--- src/rtl/assert_macros.svh ---
// ----------------------------------------------------------------------------
// Assertion macros
// Shared concurrent assertion forms for the RTL folder.
// ----------------------------------------------------------------------------
`ifndef ASSERT_MACROS_SVH
`define ASSERT_MACROS_SVH

// Property checked at every rising edge outside reset.
`define ASSERT_ALWAYS(label, clk, rst, prop, msg) \
   label: assert property (@(posedge clk) disable iff (rst) (prop)) else $error(msg);

// Implication checked at every rising edge outside reset.
`define ASSERT_IMPLIES(label, clk, rst, lhs, rhs, msg) \
   label: assert property (@(posedge clk) disable iff (rst) (lhs) |-> (rhs)) else $error(msg);

`endif

--- src/rtl/lwps_pkg.sv ---
// ----------------------------------------------------------------------------
// lwps_pkg
// Types and constants shared by the LCD window pixel streamer.
// ----------------------------------------------------------------------------
`timescale 1ns / 1ps

package lwps_pkg;

   // Display command codes
   localparam logic [7:0] CMD_COLUMN   = 8'h2a;
   localparam logic [7:0] CMD_ROW      = 8'h2b;
   localparam logic [7:0] CMD_MEMWRITE = 8'h2c;

   localparam logic [7:0] OFFSET_RESET = 8'd35;

   // Item kinds carried on req_tuser
   localparam logic MODE_REGION = 1'b0;
   localparam logic MODE_PIXEL  = 1'b1;

   localparam int XY_BITS    = 10;
   localparam int SIZE_BITS  = 11;
   localparam int PIXEL_BITS = 32;
   localparam int ADDR_BITS  = 16;
   localparam int COUNT_BITS = 21;
   localparam int PROD_BITS  = 2 * SIZE_BITS;

   localparam logic [COUNT_BITS-1:0] COUNT_MAX = '1;

   // Byte positions within a region run
   localparam logic [3:0] BYTE_COL_CMD   = 4'd0;
   localparam logic [3:0] BYTE_XS_HI     = 4'd1;
   localparam logic [3:0] BYTE_XS_LO     = 4'd2;
   localparam logic [3:0] BYTE_XE_HI     = 4'd3;
   localparam logic [3:0] BYTE_XE_LO     = 4'd4;
   localparam logic [3:0] BYTE_ROW_CMD   = 4'd5;
   localparam logic [3:0] BYTE_YS_HI     = 4'd6;
   localparam logic [3:0] BYTE_YS_LO     = 4'd7;
   localparam logic [3:0] BYTE_YE_HI     = 4'd8;
   localparam logic [3:0] BYTE_YE_LO     = 4'd9;
   localparam logic [3:0] BYTE_WRITE_CMD = 4'd10;

   // Byte positions within a pixel run
   localparam logic [3:0] BYTE_PIX_HI = 4'd0;
   localparam logic [3:0] BYTE_PIX_LO = 4'd1;

   localparam int QUEUE_DEPTH = 2;
   localparam int QPTR_BITS   = $clog2(QUEUE_DEPTH);
   localparam int QCNT_BITS   = $clog2(QUEUE_DEPTH + 1);

   // One classified item waiting for the back end
   typedef struct packed {
      logic                  is_pixel;
      logic [ADDR_BITS-1:0]  xs;
      logic [ADDR_BITS-1:0]  xe;
      logic [ADDR_BITS-1:0]  ys;
      logic [ADDR_BITS-1:0]  ye;
      logic [COUNT_BITS-1:0] count;
      logic [15:0]           rgb565;
   } job_type;

   typedef struct packed {
      logic full;
      logic empty;
   } queue_status_type;

endpackage

--- src/rtl/lwps_front.sv ---
// ----------------------------------------------------------------------------
// lwps_front
// Accepts items, holds the column offset and works out addresses, pixel
// count and RGB565 value for the queue.
// ----------------------------------------------------------------------------
`timescale 1ns / 1ps

module lwps_front
   import lwps_pkg::*;
#(
   parameter int COORD_BITS = 10
) (
   input  logic                       clock,
   input  logic                       reset,
   input  logic                       req_tvalid,
   output logic                       req_tready,
   input  logic [79:0]                req_tdata,
   input  logic                       req_tuser,
   input  logic                       csr_valid,
   output logic                       csr_ready,
   input  logic [7:0]                 csr_data,
   input  queue_status_type           q_status,
   output logic                       push,
   output job_type                    push_job
);

   localparam logic [XY_BITS-1:0] XY_MASK =
      (COORD_BITS >= XY_BITS) ? {XY_BITS{1'b1}} : XY_BITS'((1 << COORD_BITS) - 1);

   logic [7:0]            offset_ff;
   logic [7:0]            offset_in;

   logic [XY_BITS-1:0]    region_x;
   logic [XY_BITS-1:0]    region_y;
   logic [SIZE_BITS-1:0]  region_width;
   logic [SIZE_BITS-1:0]  region_height;
   logic [PIXEL_BITS-1:0] pixel_xrgb;
   logic [PROD_BITS-1:0]  prod;
   logic [ADDR_BITS-1:0]  xs;

   assign region_x      = req_tdata[9:0] & XY_MASK;
   assign region_y      = req_tdata[19:10] & XY_MASK;
   assign region_width  = req_tdata[30:20];
   assign region_height = req_tdata[41:31];
   assign pixel_xrgb    = req_tdata[73:42];

   assign csr_ready  = 1'b1;
   assign req_tready = !q_status.full;
   assign push       = req_tvalid && req_tready;

   assign offset_in = (csr_valid && csr_ready) ? csr_data : offset_ff;

   always_ff @(posedge clock) begin
      if (reset) begin
         offset_ff <= OFFSET_RESET;
      end else begin
         offset_ff <= offset_in;
      end
   end

   assign prod = PROD_BITS'(region_width) * PROD_BITS'(region_height);
   assign xs   = ADDR_BITS'(region_x) + ADDR_BITS'(offset_ff);

   always_comb begin
      push_job.is_pixel = (req_tuser == MODE_PIXEL);
      push_job.xs       = xs;
      push_job.xe       = xs + ADDR_BITS'(region_width) - ADDR_BITS'(1);
      push_job.ys       = ADDR_BITS'(region_y);
      push_job.ye       = ADDR_BITS'(region_y) + ADDR_BITS'(region_height) - ADDR_BITS'(1);
      // clamp oversized regions
      push_job.count    = (prod > PROD_BITS'(COUNT_MAX)) ? COUNT_MAX : prod[COUNT_BITS-1:0];
      push_job.rgb565   = {pixel_xrgb[23:19], pixel_xrgb[15:10], pixel_xrgb[7:3]};
   end

endmodule

--- src/rtl/lwps_queue.sv ---
// ----------------------------------------------------------------------------
// lwps_queue
// Two-entry queue of classified items between front and back end.
// ----------------------------------------------------------------------------
`timescale 1ns / 1ps

module lwps_queue
   import lwps_pkg::*;
(
   input  logic             clock,
   input  logic             reset,
   input  logic             push,
   input  job_type          push_job,
   input  logic             pop,
   output job_type          head_job,
   output queue_status_type status
);

   job_type                entry_ff [QUEUE_DEPTH];
   logic [QPTR_BITS-1:0]   wr_ptr_ff;
   logic [QPTR_BITS-1:0]   wr_ptr_in;
   logic [QPTR_BITS-1:0]   rd_ptr_ff;
   logic [QPTR_BITS-1:0]   rd_ptr_in;
   logic [QCNT_BITS-1:0]   count_ff;
   logic [QCNT_BITS-1:0]   count_in;

   assign status.full  = (count_ff == QCNT_BITS'(QUEUE_DEPTH));
   assign status.empty = (count_ff == '0);
   assign head_job     = entry_ff[rd_ptr_ff];

   always_comb begin
      wr_ptr_in = push ? wr_ptr_ff + QPTR_BITS'(1) : wr_ptr_ff;
      rd_ptr_in = pop  ? rd_ptr_ff + QPTR_BITS'(1) : rd_ptr_ff;
      count_in  = count_ff + QCNT_BITS'(push) - QCNT_BITS'(pop);
   end

   always_ff @(posedge clock) begin
      if (reset) begin
         wr_ptr_ff <= '0;
         rd_ptr_ff <= '0;
         count_ff  <= '0;
      end else begin
         wr_ptr_ff <= wr_ptr_in;
         rd_ptr_ff <= rd_ptr_in;
         count_ff  <= count_in;
      end
   end

   always_ff @(posedge clock) begin
      if (push) begin
         entry_ff[wr_ptr_ff] <= push_job;
      end
   end

endmodule

--- src/rtl/lwps_back.sv ---
// ----------------------------------------------------------------------------
// lwps_back
// Steps through the bytes of the item at the queue head, keeps the
// remaining-pixel count and drives the registered byte output.
// ----------------------------------------------------------------------------
`timescale 1ns / 1ps

module lwps_back
   import lwps_pkg::*;
(
   input  logic             clock,
   input  logic             reset,
   input  job_type          head_job,
   input  queue_status_type q_status,
   output logic             pop,
   output logic             rsp_tvalid,
   input  logic             rsp_tready,
   output logic [7:0]       rsp_tdata,
   output logic             rsp_tlast,
   output logic [1:0]       rsp_tuser
);

   logic [3:0]            idx_ff;
   logic [3:0]            idx_in;
   logic [COUNT_BITS-1:0] count_ff;
   logic [COUNT_BITS-1:0] count_in;
   logic                  valid_ff;
   logic                  valid_in;
   logic [7:0]            byte_ff;
   logic [7:0]            byte_in;
   logic                  cmd_ff;
   logic                  cmd_in;
   logic                  last_ff;
   logic                  last_in;
   logic                  done_ff;
   logic                  done_in;
   logic                  emit;

   assign emit = !q_status.empty && (!valid_ff || rsp_tready);

   always_comb begin
      byte_in  = byte_ff;
      cmd_in   = 1'b0;
      last_in  = 1'b0;
      done_in  = 1'b0;
      count_in = count_ff;
      if (head_job.is_pixel) begin
         last_in = (idx_ff == BYTE_PIX_LO);
         byte_in = last_in ? head_job.rgb565[7:0] : head_job.rgb565[15:8];
         if (emit && last_in && (count_ff != '0)) begin
            count_in = count_ff - COUNT_BITS'(1);
            done_in  = (count_ff == COUNT_BITS'(1));
         end
      end else begin
         unique case (idx_ff)
            BYTE_COL_CMD: begin
               byte_in = CMD_COLUMN;
               cmd_in  = 1'b1;
            end
            BYTE_XS_HI:   byte_in = head_job.xs[15:8];
            BYTE_XS_LO:   byte_in = head_job.xs[7:0];
            BYTE_XE_HI:   byte_in = head_job.xe[15:8];
            BYTE_XE_LO:   byte_in = head_job.xe[7:0];
            BYTE_ROW_CMD: begin
               byte_in = CMD_ROW;
               cmd_in  = 1'b1;
            end
            BYTE_YS_HI:   byte_in = head_job.ys[15:8];
            BYTE_YS_LO:   byte_in = head_job.ys[7:0];
            BYTE_YE_HI:   byte_in = head_job.ye[15:8];
            BYTE_YE_LO:   byte_in = head_job.ye[7:0];
            default: begin
               byte_in = CMD_MEMWRITE;
               cmd_in  = 1'b1;
               last_in = 1'b1;
            end
         endcase
         // reload; pending pixels of an earlier region are dropped
         if (emit && last_in) begin
            count_in = head_job.count;
         end
      end
      pop      = emit && last_in;
      idx_in   = emit ? (last_in ? '0 : idx_ff + 4'd1) : idx_ff;
      valid_in = emit || (valid_ff && !rsp_tready);
   end

   always_ff @(posedge clock) begin
      if (reset) begin
         idx_ff   <= '0;
         count_ff <= '0;
         valid_ff <= 1'b0;
      end else begin
         idx_ff   <= idx_in;
         count_ff <= count_in;
         valid_ff <= valid_in;
      end
   end

   // hold the payload while the output stalls
   always_ff @(posedge clock) begin
      if (emit) begin
         byte_ff <= byte_in;
         cmd_ff  <= cmd_in;
         last_ff <= last_in;
         done_ff <= done_in;
      end
   end

   assign rsp_tvalid = valid_ff;
   assign rsp_tdata  = byte_ff;
   assign rsp_tlast  = last_ff;
   assign rsp_tuser  = {done_ff, cmd_ff};

endmodule

--- src/rtl/lcd_window_pixel_streamer.sv ---
// The first byte of an item goes from its queue entry into the byte output register, then shows on rsp_tvalid.
// One output byte per cycle while the queue holds an item and rsp_tready is high; a pixel item is 2 bytes, a region 11.
// The single byte output register is the bottleneck; a two-entry queue decouples input.
// Reset (synchronous, active high) empties the queue, clears the pixel count and
// output valid, and sets column_offset to 35.
// ----------------------------------------------------------------------------
// lcd_window_pixel_streamer
// Formats window address commands and RGB565 pixel bytes for a display panel.
// ----------------------------------------------------------------------------
`timescale 1ns / 1ps
`include "assert_macros.svh"

module lcd_window_pixel_streamer
   import lwps_pkg::*;
#(
   parameter int COORD_BITS = 10
) (
   input  logic        clock,
   input  logic        reset,
   input  logic        req_tvalid,
   output logic        req_tready,
   // region_x[9:0], region_y[19:10], region_width[30:20], region_height[41:31],
   // pixel_xrgb[73:42], zero fill [79:74]
   input  logic [79:0] req_tdata,
   // mode[0]
   input  logic        req_tuser,
   output logic        rsp_tvalid,
   input  logic        rsp_tready,
   // out_byte[7:0]
   output logic [7:0]  rsp_tdata,
   output logic        rsp_tlast,
   // is_command[0], region_done[1]
   output logic [1:0]  rsp_tuser,
   input  logic        csr_valid,
   output logic        csr_ready,
   input  logic [7:0]  csr_data
);

   queue_status_type q_status;
   job_type          push_job;
   job_type          head_job;
   logic             push;
   logic             pop;

   lwps_front #(
      .COORD_BITS (COORD_BITS)
   ) u_front (
      .clock      (clock),
      .reset      (reset),
      .req_tvalid (req_tvalid),
      .req_tready (req_tready),
      .req_tdata  (req_tdata),
      .req_tuser  (req_tuser),
      .csr_valid  (csr_valid),
      .csr_ready  (csr_ready),
      .csr_data   (csr_data),
      .q_status   (q_status),
      .push       (push),
      .push_job   (push_job)
   );

   lwps_queue u_queue (
      .clock    (clock),
      .reset    (reset),
      .push     (push),
      .push_job (push_job),
      .pop      (pop),
      .head_job (head_job),
      .status   (q_status)
   );

   lwps_back u_back (
      .clock      (clock),
      .reset      (reset),
      .head_job   (head_job),
      .q_status   (q_status),
      .pop        (pop),
      .rsp_tvalid (rsp_tvalid),
      .rsp_tready (rsp_tready),
      .rsp_tdata  (rsp_tdata),
      .rsp_tlast  (rsp_tlast),
      .rsp_tuser  (rsp_tuser)
   );

   `ASSERT_ALWAYS(a_queue_state, clock, reset, !(q_status.full && q_status.empty), "queue full and empty")
   `ASSERT_IMPLIES(a_pop_needs_entry, clock, reset, pop, !q_status.empty, "pop from empty queue")
   `ASSERT_IMPLIES(a_done_on_last_data, clock, reset, rsp_tvalid && rsp_tuser[1], rsp_tlast && !rsp_tuser[0], "region_done off last data byte")
   `ASSERT_IMPLIES(a_cmd_last_is_write, clock, reset, rsp_tvalid && rsp_tuser[0] && rsp_tlast, rsp_tdata == CMD_MEMWRITE, "last command byte not memory write")

endmodule
--- config.mk ---
export PLATFORM = sky130hd
export DESIGN_NAME = lcd_window_pixel_streamer
export DESIGN_NICKNAME = d
export VERILOG_FILES = /design/src/rtl/lwps_pkg.sv /design/src/rtl/lwps_front.sv /design/src/rtl/lwps_queue.sv /design/src/rtl/lwps_back.sv /design/src/rtl/lcd_window_pixel_streamer.sv
export VERILOG_INCLUDE_DIRS = /design/src /design/src/rtl
export SDC_FILE = /design/constraint.sdc
export NUM_CORES = 1
export LEC_CHECK = 0
export BUFFER_PORTS_ARGS = -buffer_cell sky130_fd_sc_hd__buf_4
export CAP_MARGIN = 20
export CORE_MARGIN = 2
export CORE_UTILIZATION = 45
export CTS_CLUSTER_DIAMETER = 30
export DETAILED_ROUTE_END_ITERATION = 12
export PLACE_DENSITY = 0.58
export SLEW_MARGIN = 0
export SYNTH_ARGS = -nofsm -noshare
export SYNTH_HDL_FRONTEND = slang
export SYNTH_SLANG_ARGS = --single-unit
--- constraint.sdc ---
create_clock -name clock -period 12.3 [get_ports clock]
set_input_delay 0.615 -clock clock [delete_from_list [all_inputs] [get_ports clock]]
set_output_delay 0.615 -clock clock [all_outputs]
set_load 0.005 [all_outputs]
# Word level (Yosys, flattened, before mapping)
# Memories as Yosys holds them, arrays and structs flattened. A register that Yosys moved wholly into a read port is not among the register bits.
# Cells that the tools add are included.
# word_totals
register_bits	49
ram_bits	182
input_bits	94
output_inout_bits	14
elab_cells	74
n_memories	1
# op_classes
addsub	11
multipliers	1
magnitude_cmp	1
eq_ne	12
n_mux	16
reduce_logical	21
# memory_table
memory	depth	width	rd	rd_clocked_by_memory_dff	write_ports	line_no	source
u_queue.entry_ff	2	91	1	1	1	lwps_queue.sv:19	job_type entry_ff [QUEUE_DEPTH];
# op_table
cell	count
two-way mux 21 bit	4
case mux 8 bit (10 select lines)	1
greater-than comparator 22 x 21 -> 1 bit, second input constant	1
multiplier 11 x 11 -> 22 bit	1
== test 21 x 1 -> 1 bit, second input constant	1
nonzero test 21 bit	1
subtractor 21 x 1 -> 21 bit, second input constant	1
adder 16 x 11 -> 16 bit	1
== test 4 x 3 -> 1 bit, second input constant	4
two-way mux 8 bit	2
subtractor 16 x 1 -> 16 bit, second input constant	1
subtractor 12 x 1 -> 13 bit, second input constant	1
adder 10 x 11 -> 12 bit	1
adder 10 x 8 -> 11 bit	1
OR reduction 10 bit	1
== test 4 x 2 -> 1 bit, second input constant	2
== test 4 bit, second input constant	2
two-way mux 1 bit	8
OR reduction 8 bit	1
logical AND 1 bit	7
adder 4 x 1 -> 4 bit, second input constant	1
== test 4 x 1 -> 1 bit, second input constant	1
zero test 1 bit	4
zero test 4 bit	1
10 further kinds	13

# Logic depth before layout (Yosys ltp)
# Gate-level depths: netlist (run 1).
# depth
depth_word	8
ltp_mapped	21
depth_no_buf	18

# Cells and area by module
# Synthesis (run 1) repeated with hierarchy kept, for this count alone.
# hier_totals
hier_cells	1511
area_unflattened_um2	17346.6
# by_module_without_submodules
mod	instances	cells_per_inst	area_per_inst_um2	seq_area_each_um2
lwps_queue	1	338	7898.8	6226.0
lwps_front	1	811	6500.0	160.2
lwps_back	1	362	2947.8	850.8

# Worst setup path before layout (run 1)
# No wires, ideal clock.
# synth_timing
path_type	input port to flip-flop
startpoint	input req_tdata[41]
endpoint	memory u_queue.entry_ff[0][24] in the netlist's numbering, data pin
setup_ps	262
t_arrival_ps	5469
required_ps	12038
path_slack_ps	6569
stages	21
n_path_buf	3
path_cell_list	inv_1 buf_1 nor2_1 fa_1 inv_1 fa_1 inv_1 fa_1 inv_1 fa_1 inv_1 ha_1 ha_1 or2_2 a311oi_1 o21a_1 o21ai_0 o211ai_1 buf_2 buf_2 nand2_1
# synth_rtl
item	line_no	source
from (decl)	lcd_window_pixel_streamer.sv:24	input logic [79:0] req_tdata,
to (decl)	lwps_queue.sv:19	

==> results.py, run 1 <==
metrics = {
    "timing": {
        "finalMaxSlewViolations": 0,
        "fin_crit_sh": 0.486,
        "fin_crit_ns": 5.98,
        "worst_pin_slew_ns": 0.982,
        "setup_violations": 0,
        "finalClockSkew_ns": 0.0176,
        "slew_headroom": 0.346,
        "rsz0062_at_grt": "no",
        "fmax_mhz": 167,
        "hold_viol_final": 0,
        "finalSetupTns_ns": 0,
    },
    "global_routing": {
        "grt_max_degree": 70,
        "grt_use_total": 0.205,
        "grt_pass1_wl_um": 57000,
        "grt_antenna_before_repair": 0,
        "grt_overflow": 0,
        "grt_pass1_vias": 10600,
    },
    "power": {
        "p_per_area_mw_per_mm2": 245,
        "worst_ir_drop_vdd_mv": 0.139,
        "p_leak_uw": 0.00757,
    },
    "routing": {
        "wl_per_cell_um": 17.5,
        "dr.first_iter.drc_count": 871,
        "first_pass_iters": 5,
        "drc": 0,
        "route.vias.total": 10700,
        "routed_wirelength_um": 35000,
        "ant_nets": 0,
        "routed_via_density": 5.35,
    },
    "hold_path": {
        "hp-start": "req_tdata[55]",
        "min_to": "u_queue.entry_ff[0][8]",
        "hp-class": "in -> reg",
        "whs_path_depth": 1,
    },
    "clock_tree": {
        "cts-buffers-inserted": 55,
        "h-tree-depth": 2,
        "clk_path_buf_depth": 3,
        "cts_setup_buffers": 0,
        "cts_hold_buffers": 0,
        "path_clk_slew_ns": 0.05,
        "cts_root_buffer": "clkbuf_16",
        "cts_resized": 0,
        "insertion_delay_ns": 0.57,
        "clock_sinks": 226,
        "cts_tree": "built",
    },
    "place": {
        "dp.final_hpwl_um": 25400,
        "placement.io_buffers": 84,
        "place_congestion": 0.895,
    },
    "worst_setup_path": {
        "regToRegStartpoint": "u_front.offset_ff[1]",
        "critPathLaunchType": "input pin",
        "rr_worst_depth": 13,
        "r2r_slack_ns": 8.32,
        "critPathKind": "in -> reg",
        "endpoint_kind": "flip-flop",
        "cp.required_ns": 12.55,
        "crit_arrival_ns": 6.23,
        "cp_max_fo": 18,
        "reg2reg_to": "u_queue.entry_ff[0][74]",
    },
    "synth": {
        "ys_seq_elements": 226,
        "yosysSeqAreaShare": 0.425,
        "avgSynthCellArea_um2": 10.6,
        "netlist_instances": 1419,
        "synth.area.top_cells": "edfxtp_1 37%, fa_1 11%, ha_1 9.8%, dfxtp_1 5.2%, inv_1 5.0%",
        "synth_top_area_cell": "edfxtp_1",
        "ys_warn_count": 0,
        "synth_area_mm2": 0.0151,
        "syn-num-nets": 1714,
        "synthDominantCellAreaShare": 0.373,
        "synthArstFlopShare": 0,
        "dominantRegCellSynth": "edfxtp_1",
        "synth-edff-count": 187,
        "synth.distinct_cells": 75,
    },
    "final_layout": {
        "drive_above_1_share": 0.136,
        "syn_to_final_growth_pct": 19.8,
        "mostFrequentLayoutCell": "inv_1",
        "most-common-layout-cells": "199 x inv_1, 187 x edfxtp_1, 134 x nor2_1",
        "final_util": 0.552,
        "fin_nets": 1811,
        "num_antenna_cells": 0,
    },
    "floorplanning": {
        "die_area_mm2": 0.0349,
        "die_w_um": 187,
        "start_util": 0.460,
        "fp.coreArea_mm2": 0.0327,
        "fp-row-count": 66,
        "dieHeight_um": 187,
        "io_pins": 108,
    },
    "outcome": {
        "outcome": "finished, final reports clean",
    },
    "flow_run": {
        "drv_cap": 0,
    },
}
==> per-stage QoR <==
stage	instances	cell area [um^2]	setup slack, ns	hold WS [ns]	total power, uW
after floorplan	1419	15100	6.57	0.454	2470
after global placement	1900	16100	5.78	0.467	2890
after detailed placement	1900	16100	5.80	0.473	2920
after CTS	2002	18000	6.37	0.212	4450
after global routing	2003	18000	6.05	0.217	4740
final	2003	18000	6.32	0.236	4430
==> final cells by class <==
cell class	instances	area, um^2
fill	2916	14700
multi-input combinational	939	7670
sequential	226	6400
clock buffer	64	1450
inverter	205	769
timing repair buffer	89	688
tap	442	553
clock inverter	38	502
==> synth_stat cells, types with 4 or more instances <==
library cell	number
edfxtp_1	187
inv_1	199
o21ai_1	24
nand2_1	120
o211ai_1	11
o21a_1	6
ha_1	118
a21o_1	9
xor2_1	15
xnor2_1	28
fa_1	83
clkbuf_1	26
o21ai_0	38
a22oi_1	7
clkinv_1	6
nand3_1	21
o22ai_1	18
mux2i_1	58
mux2_2	7
a31oi_1	7
a21oi_1	70
nand3b_1	6
dfxtp_1	39
nor2b_1	12
nor4_1	11
nor2_1	135
buf_6	4
nor3_1	33
buf_2	13
a211o_1	6
and3_1	11
and2_1	5
mux4_2	8
a221oi_1	5
nand2b_1	10
==> worst max-delay path by stage <==
stage	start	to
3_3_place_gp	req_tdata[41]	u_queue.entry_ff[0][16]
4_1_cts	req_tdata[41]	u_queue.entry_ff[1][16]
5_1_grt	req_tdata[41]	u_queue.entry_ff[1][16]
3_5_place_dp	req_tdata[41]	u_queue.entry_ff[1][16]
6_report	req_tdata[41]	u_queue.entry_ff[1][16]
2_1_floorplan	req_tdata[41]	u_queue.entry_ff[0][24]
==> where the power goes <==
part	internal, uW	leakage, uW	switching [uW]
combinational	672	0.00455	1020
sequential	1150	0.00207	72.0
clock	1060	0.000954	441
total	2890	0.00757	1540
==> routing by layer <==
layer / up-vias / track usage / wire length (um)
met2: 324 / 0.308 / 15200
met4: 0 / 0.0693 / 922
met3: 59 / 0.0345 / 2310
li1: 5139 / - / -
met5: - / 0 / 0
met1: 5204 / 0.301 / 16600
==> worst max-delay path: stages <==
cell	delay [ns]
buf_4	0.13
inv_1	0.43
nor2_1	0.15
fa_1	0.55
inv_1	0.05
fa_1	0.53
inv_1	0.05
fa_1	0.53
inv_1	0.06
fa_1	0.57
inv_1	0.05
ha_1	0.29
ha_1	0.37
or2_2	0.33
a311oi_1	0.34
o21a_1	0.17
o21ai_0	0.15
o211ai_1	0.36
buf_4	0.30
o21ai_0	0.18
==> kinds of logic after synthesis <==
logic type,synth area share
simple gates,0.120
compound gates,0.0982
flops,0.425
other cells,0.000249
mux,0.0558
xor+xnor,0.0250
fa+ha+maj,0.208
buf+inv,0.0672
==> state kept, by name (all words and copies together), names as in the netlist, 2 cells and up, named ones only <==
name,count
u_back.rsp_tdata,8
u_back.count_ff,21
u_queue.entry_ff,176
u_front.offset_ff,8
u_queue.count_ff,2
u_back.idx_ff,4
(Power assumes the default switching activity.)
==> run 2: changes to the inputs <==
--- a/config.mk
+++ b/config.mk
@@ -12,7 +12,7 @@
 export CORE_UTILIZATION = 45
 export CTS_CLUSTER_DIAMETER = 30
 export DETAILED_ROUTE_END_ITERATION = 12
-export PLACE_DENSITY = 0.58
+export PLACE_DENSITY = 0.61
 export SLEW_MARGIN = 0
 export SYNTH_ARGS = -nofsm -noshare
 export SYNTH_HDL_FRONTEND = slang
==> constraint.sdc (replaced) <==
create_clock -name clock -period 5.2 [get_ports clock]
set_input_delay 0.26 -clock clock [delete_from_list [all_inputs] [get_ports clock]]
set_output_delay 0.26 -clock clock [all_outputs]
set_load 0.005 [all_outputs]
==> run 2 against run 1 <==
  * Sequential power is 130% higher
  * Sequential cell count is the same
  * Combinational power rose to 2.6 times the previous value
  * Clock power grew 110%
  * Die area stayed put
  * Setup slack worse by 6.0 ns
==> results.py, run 2 (same netlist as run 1, synthesis figures left out) <==
metrics = {
    "outcome": {
        "outcome": "finished, final reports clean",
    },
    "worst_setup_path": {
        "critPathLaunchType": "input pin",
        "cp.required_ns": 5.59,
        "endpoint_kind": "flip-flop",
        "crit_arrival_ns": 5.26,
        "critPathKind": "in -> reg",
        "cp_max_fo": 6,
    },
    "routing": {
        "ant_nets": 0,
        "wl_per_cell_um": 17.4,
        "route.vias.total": 11100,
        "routed_via_density": 5.29,
        "first_pass_iters": 8,
        "drc": 0,
        "dr.first_iter.drc_count": 788,
        "routed_wirelength_um": 36600,
    },
    "global_routing": {
        "grt_use_total": 0.211,
        "grt_pass1_wl_um": 59200,
        "grt_overflow": 0,
        "grt_pass1_vias": 11200,
        "grt_max_degree": 67,
        "grt_antenna_before_repair": 0,
    },
    "clock_tree": {
        "insertion_delay_ns": 0.56,
        "clock_sinks": 226,
        "cts_root_buffer": "clkbuf_16",
        "h-tree-depth": 2,
        "cts-buffers-inserted": 50,
        "clk_path_buf_depth": 3,
        "path_clk_slew_ns": 0.04,
        "cts_resized": 0,
        "cts_tree": "built",
    },
    "timing": {
        "fmax_mhz": 205,
        "finalMaxSlewViolations": 0,
        "rsz0062_at_grt": "no",
        "fin_crit_sh": 0.936,
        "worst_slack_ns": 0.333,
        "hold_viol_final": 0,
        "slew_headroom": 0.310,
        "fin_crit_ns": 4.87,
        "worst_pin_slew_ns": 1.03,
        "holdWs_ns": 0.0311,
        "setup_violations": 0,
        "finalClockSkew_ns": 0.0261,
        "finalSetupTns_ns": 0,
    },
    "final_layout": {
        "layout.filler_cells": 2861,
        "syn_to_final_growth_pct": 24.2,
        "top_register": "u_queue.entry_ff",
        "mostFrequentLayoutCell": "inv_1",
        "drive_above_1_share": 0.166,
        "postLayoutCellArea_mm2": 0.0187,
        "most-common-layout-cells": "199 x inv_1, 187 x edfxtp_1, 157 x buf_4",
        "fin_nets": 1910,
        "top_regs": "u_queue.entry_ff: 176 flops, u_back.count_ff: 21 flops",
        "largest_reg_flops": 176,
        "final_util": 0.572,
        "num_antenna_cells": 0,
    },
    "place": {
        "placement.io_buffers": 84,
        "place_ws_ns": -0.203,
        "place_congestion": 0.916,
        "dp.final_hpwl_um": 27100,
        "placed_area_mm2": 0.0166,
    },
    "floorplanning": {
        "start_util": 0.460,
        "io_pins": 108,
        "die_area_mm2": 0.0349,
        "dieHeight_um": 187,
        "fp.coreArea_mm2": 0.0327,
        "fp-row-count": 66,
        "die_w_um": 187,
    },
    "power": {
        "p_per_area_mw_per_mm2": 562,
        "p_leak_uw": 0.00794,
        "worst_ir_drop_vdd_mv": 0.349,
    },
    "hold_path": {
        "hp-class": "in -> reg",
    },
    "flow_run": {
        "drv_cap": 0,
    },
}
run 2: cell count changes in the layout (fill, tap and decap cells not counted):
cell,change
buf_16,-1
clkinv_16,+1
clkbuf_8,-1
buf_4,+69
clkinvlp_4,+2
clkinv_4,+3
clkbuf_16,-5
dlygate4sd3_1,+35
inv_6,-1
clkinv_1,-2
clkbuf_2,+1
clkinv_2,-2
bufinv_16,-3
run 2: layout make-up:
type / instances / area (um^2) / share of cell area
multi-input cells: 939 / 7670 / 0.410
flip-flops and latches: 226 / 6400 / 0.342
repair buffers: 193 / 1530 / 0.0820
clock buffers: 58 / 1310 / 0.0702
inverters: 205 / 769 / 0.0412
well taps: 442 / 553 / 0.0296
clock inverters: 36 / 457 / 0.0244
run 2: stage by stage:
step                instances  total power, uW
floorplan                1419             5840
global placement         1969             7170
detailed placement       1969             7250
CTS                      2098            10600
global route             2099            11200
finish                   2099            10500
run 2: what timing repair did:
action,CTS,global route
endpoints found under the setup margin,0,0
setup buffers,0,0
endpoints found under the hold margin,62,0
hold buffers,35,0
run 2: worst paths after layout:
check,start,endpoint,slack (ns),depth (start not counted)
hold / removal,rsp_tready,u_back.rsp_tvalid,0.03,3
hold reg to reg,u_back.count_ff[6],u_back.count_ff[6],0.48,2
setup / recovery,req_tdata[40],u_queue.entry_ff[0][35],0.33,18
setup reg to reg,u_front.offset_ff[1],u_queue.entry_ff[1][74],1.02,13
run 2: metal layers:
| metal | vias to the layer above | part of all wire | global-route usage |
|---|---|---|---|
| met5 | - | 0 | 0 |
| met4 | 0 | 0.018 | 0.0568 |
| met3 | 48 | 0.058 | 0.0362 |
| met2 | 335 | 0.45 | 0.334 |
| met1 | 5383 | 0.47 | 0.301 |
| li1 | 5334 | - | - |
run 2: where the power goes:
group	total (uW)	internal [uW]	leakage [uW]	switching, uW
logic	4380	1860	0.00502	2520
clock network	3240	2210	0.000852	1030
registers	2890	2730	0.00207	162
total	10500	6800	0.00794	3700
run 2: critical path: stages:
cell      delay, ns
buf_4          0.08
clkinv_1       0.15
buf_4          0.19
nor2_1         0.14
fa_1           0.46
fa_1           0.54
fa_1           0.54
fa_1           0.54
inv_1          0.06
fa_1           0.52
inv_1          0.04
ha_1           0.36
a21oi_1        0.33
o21ai_0        0.16
nor3_1         0.15
a21oi_1        0.11
or4b_1         0.51
nand4_1        0.10
